$ cat config.mk
export PLATFORM = sky130hd
export DESIGN_NAME = zyz_merge
export DESIGN_NICKNAME = d
export VERILOG_FILES = /design/src/assert_macros.svh /design/src/zyz_pkg.sv /design/src/zyz_merge.sv
export SDC_FILE = /design/constraint.sdc
export NUM_CORES = 1
export LEC_CHECK = 0
export ABC_AREA = 1
export BUFFER_PORTS_ARGS = -buffer_cell sky130_fd_sc_hd__buf_2
export CAP_MARGIN = 20
export CORE_UTILIZATION = 60
export CTS_CLUSTER_DIAMETER = 60
export DETAILED_ROUTE_END_ITERATION = 10
export PLACE_DENSITY_LB_ADDON = 0.05
export SYNTH_ARGS = -nofsm -noshare
export SYNTH_HDL_FRONTEND = slang
export SYNTH_SLANG_ARGS = --single-unit
$ cat constraint.sdc
create_clock -name clk -period 6.3 [get_ports clk]
set_input_delay 0.63 -clock clk [delete_from_list [all_inputs] [get_ports clk]]
set_output_delay 0.63 -clock clk [all_outputs]
set_load 0.05 [all_outputs]
$ cat src/assert_macros.svh
// assertion helpers, empty when synthesizing
`ifndef ASSERT_MACROS_SVH
`define ASSERT_MACROS_SVH

`ifndef SYNTHESIS

// condition holds at every edge out of reset
`define ASSERT_ALWAYS(lbl, clk, rst, cond) \
  lbl: assert property (@(posedge clk) disable iff (rst) (cond)) \
    else $error("assertion failed: lbl");

// antecedent implies consequent in the same cycle
`define ASSERT_IMPLY(lbl, clk, rst, ante, cons) \
  lbl: assert property (@(posedge clk) disable iff (rst) (ante) |-> (cons)) \
    else $error("assertion failed: lbl");

// antecedent implies consequent in the next cycle
`define ASSERT_NEXT(lbl, clk, rst, ante, cons) \
  lbl: assert property (@(posedge clk) disable iff (rst) (ante) |=> (cons)) \
    else $error("assertion failed: lbl");

`else

`define ASSERT_ALWAYS(lbl, clk, rst, cond)
`define ASSERT_IMPLY(lbl, clk, rst, ante, cons)
`define ASSERT_NEXT(lbl, clk, rst, ante, cons)

`endif

`endif

$ cat src/zyz_pkg.sv
`timescale 1ns / 1ps
`default_nettype none
package zyz_pkg;

  localparam int CW = 40;   // cordic x/y width
  localparam int ZW = 34;   // cordic angle width, units pi/2^30
  localparam int SW = 36;   // sums of products
  localparam int RW = 18;   // rounded angles, units pi/16384

  localparam logic signed [ZW-1:0] PI_Z     = ZW'(64'sd1073741824);
  localparam logic signed [ZW-1:0] TWO_PI_Z = ZW'(64'sd2147483648);
  localparam logic signed [SW-1:0] ONE_Q28  = SW'(64'sd268435456);

  typedef logic signed [15:0] q14_t;

  typedef struct packed {
    q14_t ar;
    q14_t ai;
    q14_t br;
    q14_t bi;
    q14_t cr;
    q14_t ci;
    q14_t dr;
    q14_t di;
  } mat_t;

  typedef struct packed {
    logic                 bad;
    logic signed [SW-1:0] detr;
    logic signed [SW-1:0] deti;
    mat_t                 mat;
  } prep_t;

  typedef struct packed {
    logic                 not_unitary;
    logic signed [14:0]   global_phase;
    logic        [14:0]   theta;
    logic signed [16:0]   phi;
    logic signed [16:0]   lambda;
  } res_t;

  function automatic logic signed [ZW-1:0] atan_val(input logic [4:0] i);
    logic [29:0] v;
    unique case (i)
      5'd0:  v = 30'd268435456;
      5'd1:  v = 30'd158466703;
      5'd2:  v = 30'd83729454;
      5'd3:  v = 30'd42502378;
      5'd4:  v = 30'd21333666;
      5'd5:  v = 30'd10677233;
      5'd6:  v = 30'd5339919;
      5'd7:  v = 30'd2670123;
      5'd8:  v = 30'd1335082;
      5'd9:  v = 30'd667543;
      5'd10: v = 30'd333772;
      5'd11: v = 30'd166886;
      5'd12: v = 30'd83443;
      5'd13: v = 30'd41722;
      5'd14: v = 30'd20861;
      5'd15: v = 30'd10430;
      5'd16: v = 30'd5215;
      5'd17: v = 30'd2608;
      5'd18: v = 30'd1304;
      5'd19: v = 30'd652;
      5'd20: v = 30'd326;
      5'd21: v = 30'd163;
      5'd22: v = 30'd81;
      5'd23: v = 30'd41;
      5'd24: v = 30'd20;
      5'd25: v = 30'd10;
      5'd26: v = 30'd5;
      5'd27: v = 30'd3;
      5'd28: v = 30'd1;
      5'd29: v = 30'd1;
      default: v = 30'd0;
    endcase
    return signed'({{(ZW-30){1'b0}}, v});
  endfunction

  function automatic logic signed [RW-1:0] wrap14(input logic signed [RW-1:0] r);
    logic signed [RW-1:0] t;
    t = r;
    if (t <= -RW'(18'sd16384)) t = t + RW'(18'sd32768);
    if (t > RW'(18'sd16384)) t = t - RW'(18'sd32768);
    return t;
  endfunction

  function automatic logic signed [RW-1:0] round14(input logic signed [ZW-1:0] z);
    logic signed [ZW-1:0] s;
    s = (z + ZW'(34'sd32768)) >>> 16;
    return wrap14(s[RW-1:0]);
  endfunction

endpackage
`default_nettype wire

$ cat src/zyz_merge.sv
`timescale 1ns / 1ps
`default_nettype none
module zyz_merge import zyz_pkg::*; (
  input  wire logic                 clk,
  input  wire logic                 en,
  input  wire logic                 bad,
  input  wire logic signed [ZW-1:0] zt,
  input  wire logic signed [14:0]   phase,
  input  wire logic signed [RW-1:0] r10,
  input  wire logic signed [RW-1:0] r11,
  output res_t                      res
);

  logic signed [ZW-1:0] th;
  logic signed [RW-1:0] a, b;
  logic        [14:0]   th_c;

  always_comb begin
    th = (zt + ZW'(34'sd16384)) >>> 15;
    if (th < 0) th_c = '0;
    else if (th > ZW'(34'sd16384)) th_c = 15'd16384;
    else th_c = th[14:0];
    a = wrap14(r11 - RW'(phase));
    b = wrap14(r10 - RW'(phase));
  end

  always_ff @(posedge clk) begin
    if (en) begin
      res.not_unitary <= bad;
      if (bad) begin
        res.global_phase <= '0;
        res.theta        <= '0;
        res.phi          <= '0;
        res.lambda       <= '0;
      end else begin
        res.global_phase <= phase;
        res.theta        <= th_c;
        res.phi          <= 17'(a + b);
        res.lambda       <= 17'(a - b);
      end
    end
  end

endmodule
`default_nettype wire

==> flow_summary.toml, run 1 <==
[placement]
place_congestion = 0.915
pre_cts_ws_ns = 1.76
dp.cells = 1298
dp_hpwl_um = 14100
dpl_cell_area_um2 = 7780
io_buffers = 138

[final_layout]
multi_input_area_um2 = 4250
top_register = "res"
layout-drive-gt1-share = 0.164
fillers = 967
area_growth_pct = 15.6
largest_reg_flops = 64
instances_no_fill = 1314
n_antenna_cell = 0
top_regs = "res: 64 flops"
final_core_util = 0.727
layout.nets = 1331
regArea_um2 = 1920
design_area_um2 = 8050

[clock_network]
clkTransAtPathRegs_ns = 0.06
cts_tree = "done"
clock-sinks = 64
cts_buffers = 9
cts_hold_buf = 0
cts_resized = 0
htreeDepth = 3
cts_buffer_depth = 2
post_cts_buffers = 0
cts_root_buf = "clkbuf_16"

[pwr]
peakVddDrop_v = 0.000326
total_power_mw = 2.27
p_leak_nw = 4.43
pwr_density_cell_nw_per_um2 = 282

[floorplanning]
ios = 153
die_h_um = 110
core_area_um2 = 11100
core.rowCount = 38
die_area_um2 = 12000
die_w_um = 110
start_util = 0.629

[timing]
max_slew_margin = 0.442
setup_slack_ns = 2.08
tns_ns = 0
slew_violations = 0
whs_ns = 0.608
max_slew.worst_pin.slew_ns = 0.837
setup_viol = 0
max_freq_ghz = 0.237
period_minus_slack_ns = 4.22
hold_viol = 0
fin_crit_sh = 0.669
rsz0062_at_grt = "no"

[synth]
ys_async_sr_fraction = 0
synth.distinct_cells = 45
ys.flop_type = "edfxtp_1"
synth-edff-count = 64
ys_seq_area_frac = 0.276
syn_inst = 1033
synth_most_common_cell = "nand2_1"
synth_largest_area_cell = "edfxtp_1"
synth.top_cell.area_share = 0.276
syn_area_um2 = 6960
avgSynthCellArea_um2 = 6.74
ys_warn_count = 0
ys_top_cells_by_count = "nand2_1 (267), inv_1 (193), nor2_1 (123), ha_1 (70), nand3_1 (66)"
synth.ff_latch_count = 64
synthTopCellsByArea = "edfxtp_1 (28%), nand2_1 (14%), ha_1 (13%), inv_1 (10%), nor2_1 (6.6%)"
syn_nets = 1195

[routing]
post_drt_wl_per_cell_um = 13.4
drt_iter0_drc = 437
drc = 0
vias = 7027
dr.pass1.iters = 5
vias_per_cell = 5.35
ant_nets = 0
routed_wl_um = 17600

[global_routing]
grt_overflow = 0
antenna_found_initial = 0
grt_max_degree = 34
track_usage = 0.304
grt_pass1_wl_um = 28100
grt_pass1_vias = 6332

[setup_path]
cp.required_ns = 6.40
path_cells = "buf_2 -> ha_1 -> fa_1 -> xnor2_1 -> ha_1 -> or2_0 -> o21ai_0 -> a21boi_1 -> nor2_1 -> nor2_1 -> o21bai_1 -> nand2_1 -> nand2_1 -> a21oi_1 -> o21ai_1 -> nand2_1 -> nand2_1 -> a21oi_1 -> nor2_1 -> nor2_1"
cp-end-kind = "register"
critPathSlowestCell = "fa_1"
worstSetupStartpointType = "input port"
max_stage_delay_ns = 0.42
critPathArrivalTime_ns = 4.31
critical_path_class = "input port to register"
cp_max_fo = 8

[hold_path]
min-delay-start = "phase[5]"
holdPathStages = 3
hold_path.class = "input port to register"
hold_path_end = "res[54]"

[outcome]
outcome = "completed"

[job]
maxCapViolCount = 0
==> layout make-up <==
type                       count  area share
clock inverter                 7     0.00591
timing repair buffer         139      0.0867
tap                          140      0.0218
multi-input combinational    759       0.528
sequential                    64       0.239
inverter                     196      0.0914
clock buffer                   9      0.0280
==> placed cells by master, fill, tap and decap left out, drive strengths merged <==
cell type | netlist | routed
a211oi | 3 | 3
a21boi | 3 | 3
a21o | 2 | 2
a21oi | 66 | 66
a221o | 1 | 1
a221oi | 1 | 1
a31oi | 3 | 3
and2 | 2 | 2
buf | 3 | 139
clkbuf | 11 | 9
clkinv | 0 | 5
clkinvlp | 0 | 1
edfxtp | 64 | 64
fa | 4 | 4
ha | 70 | 70
inv | 196 | 197
nand2 | 288 | 288
nand3 | 72 | 72
nand3b | 13 | 13
nand4 | 17 | 17
nor2 | 127 | 127
nor3 | 10 | 10
nor4 | 2 | 2
o211a | 1 | 1
o21a | 4 | 4
o21ai | 33 | 33
o21bai | 8 | 8
o31ai | 2 | 2
or2 | 3 | 3
xnor2 | 7 | 7
xor2 | 17 | 17
==> worst max path at each step <==
| stage | cells past startpoint | slack [ns] | endpoint | start |
|---|---|---|---|---|
| floorplan | 27 | 2.36 | res[33] | r11[0] |
| global placement | 27 | 1.86 | res[33] | phase[0] |
| detailed placement | 27 | 1.76 | res[33] | phase[0] |
| CTS | 27 | 2.12 | res[33] | phase[0] |
| global route | 27 | 1.68 | res[33] | phase[0] |
| finish | 20 | 2.08 | res[13] | phase[0] |
==> power by group <==
| group | leakage, nW | total, mW | switching (mW) | internal [mW] |
|---|---|---|---|---|
| Clock | 0.133 | 0.475 | 0.209 | 0.266 |
| Sequential | 0.615 | 0.568 | 0.0144 | 0.554 |
| Combinational | 3.68 | 1.23 | 0.861 | 0.367 |
==> critical path: cells and delay by family <==
family                     cells  cell delay [ns]
and+or+nand+nor                9             0.93
adders and majority gates      3             1.04
xor gates and xnor gates       1             0.40
AOI/OAI and AO/OA              6             1.18
buffers and inverters          1             0.13
==> cells by family after synthesis <==
logic type,Yosys count,synth area share
AO/OA/AOI/OAI,127,0.102
XOR/XNOR,24,0.0329
adder cells (fa/ha/maj),74,0.137
buffers and inverters,210,0.114
flip-flops,64,0.276
AND/OR/NAND/NOR,534,0.337
==> per-layer routing <==
layer,global-route usage,wire [um]
met1,0.367,7630
met5,0,0
met2,0.536,8410
met4,0.102,314
met3,0.0640,1220
No activity file was read; power rests on OpenSTA's default activity.
==> run 2, diff against run 1 <==
Settings changed: CORE_UTILIZATION 60 to 56.
Clock period 6.3 ns to 4.1 ns, I/O delays scaled along.
==> flow_summary.toml, run 2 (synthesis results as in run 1) <==
[global_routing]
grt_overflow = 0
antenna_found_initial = 0
grt_pass1_wl_um = 28100
grt_pass1_vias = 6303
track_usage = 0.274
grt_max_degree = 34

[setup_path]
cp.required_ns = 4.20
cp_max_fo = 5
cp-end-kind = "register"
worstSetupStartpointType = "input port"
critical_path_class = "input port to register"
max_stage_delay_ns = 0.41
critPathArrivalTime_ns = 3.89
crit_top_cell = "nand2_1"
critPathSlowestCell = "fa_1"

[timing]
setup_viol = 0
slew_violations = 0
hold_viol = 0
max_slew.worst_pin.slew_ns = 0.754
max_freq_ghz = 0.263
fin_crit_sh = 0.926
whs_ns = 0.379
max_slew_margin = 0.497
period_minus_slack_ns = 3.80
rsz0062_at_grt = "no"

[hold_path]
hold_path_end = "res[58]"
hold_path.class = "input port to register"
min-delay-start = "phase[9]"
holdPathStages = 3

[pwr]
comb_power_share = 0.532
peakVddDrop_v = 0.000195
p_int_mw = 2.03
clockPowerShare = 0.232
p_seq_frac = 0.236
switching_share = 0.449
p_leak_nw = 4.53
pwr_density_cell_nw_per_um2 = 447
switching_power_mw = 1.66

[clock_network]
cts_tree = "done"
cts_hold_buf = 0
clkTransAtPathRegs_ns = 0.06
cts_buffer_depth = 2
cts_root_buf = "clkbuf_16"
cts_resized = 0
clock-sinks = 64
cts_buffers = 9
htreeDepth = 3
post_cts_buffers = 0

[final_layout]
largest_reg_flops = 64
final_cell_mix = "nand2_1 (267), inv_1 (193), buf_2 (138)"
top_regs = "res: 64 flops"
area_growth_pct = 18.5
design_area_um2 = 8250
mostFrequentLayoutCell = "nand2_1"
instances_no_fill = 1356
layout.nets = 1345
n_antenna_cell = 0
layout-drive-gt1-share = 0.176
top_register = "res"

[placement]
io_buffers = 138
place_congestion = 0.922
dp_hpwl_um = 13500
dpl_cell_area_um2 = 7920
dp.cells = 1340

[routing]
drc = 0
dr.pass1.iters = 5
vias_per_cell = 5.06
drt_iter0_drc = 324
ant_nets = 0
vias = 6865
post_drt_wl_per_cell_um = 12.2
routed_wl_um = 16500

[floorplanning]
start_util = 0.577
core.rowCount = 40
core_area_um2 = 12100
die_area_um2 = 12900
die_h_um = 114
ios = 153
die_w_um = 114

[job]
maxCapViolCount = 0

[outcome]
outcome = "completed"
[run 2: cell count changes in the layout (fill, tap and decap cells not counted), sizes merged]
cell,delta
inv,+2
buf,+14
clkinvlp,-1
clkinv,-3
bufinv,+2
[run 2: through the flow]
step	TNS, ns	utilization	worst slack, ns	total power [mW]
2_1_floorplan	0	-	0.377	2.34
3_3_place_gp	0	0.656	0.0548	2.79
4_1_cts	0	0.683	0.330	3.70
6_report	0	0.684	0.304	3.69
5_1_grt	0	0.684	0.00542	3.97
3_5_place_dp	-0.0463	0.656	-0.0274	2.82
[run 2: area by class of cell]
type,instances,area (um^2)
Fill cell,1154,3810
Timing Repair Buffer,153,803
Tap cell,168,210
Clock buffer,9,225
Sequential cell,64,1920
Inverter,196,736
Clock inverter,7,100
Multi-Input combinational cell,759,4250
[run 2: how the worst max path moves through the flow]
stage	from	to	slack (ns)	cells past startpoint
6_report	phase[0]	res[16]	0.30	26
5_1_grt	phase[0]	res[16]	0.005	26
4_1_cts	phase[0]	res[33]	0.33	27
3_5_place_dp	phase[0]	res[33]	-0.03	27
3_3_place_gp	phase[0]	res[33]	0.05	27
2_1_floorplan	r11[0]	res[33]	0.38	27
[run 2: power by group through the flow]
stage	Clock, mW	Sequential, mW	Combinational (mW)
global route	0.904	0.880	2.19
finish	0.858	0.871	1.96
floorplan	0	1.24	1.10
global placement	0	0.882	1.91
detailed placement	0	0.885	1.94
CTS	0.878	0.872	1.95
[run 2: critical path, delay by kind of cell]
| kind | cells | cell delay [ns] |
|---|---|---|
| buffers and inverters | 7 | 0.61 |
| and+or+nand+nor | 13 | 1.23 |
| adders and majority gates | 4 | 1.27 |
| AOI/OAI and AO/OA | 2 | 0.39 |
[run 2: layer usage]
layer,GRT usage,share of wire,vias to the layer above
met1,0.346,0.46,3050
met5,0,0,-
met2,0.480,0.47,185
met3,0.0452,0.050,24
met4,0.0816,0.020,0
li1,-,-,3606
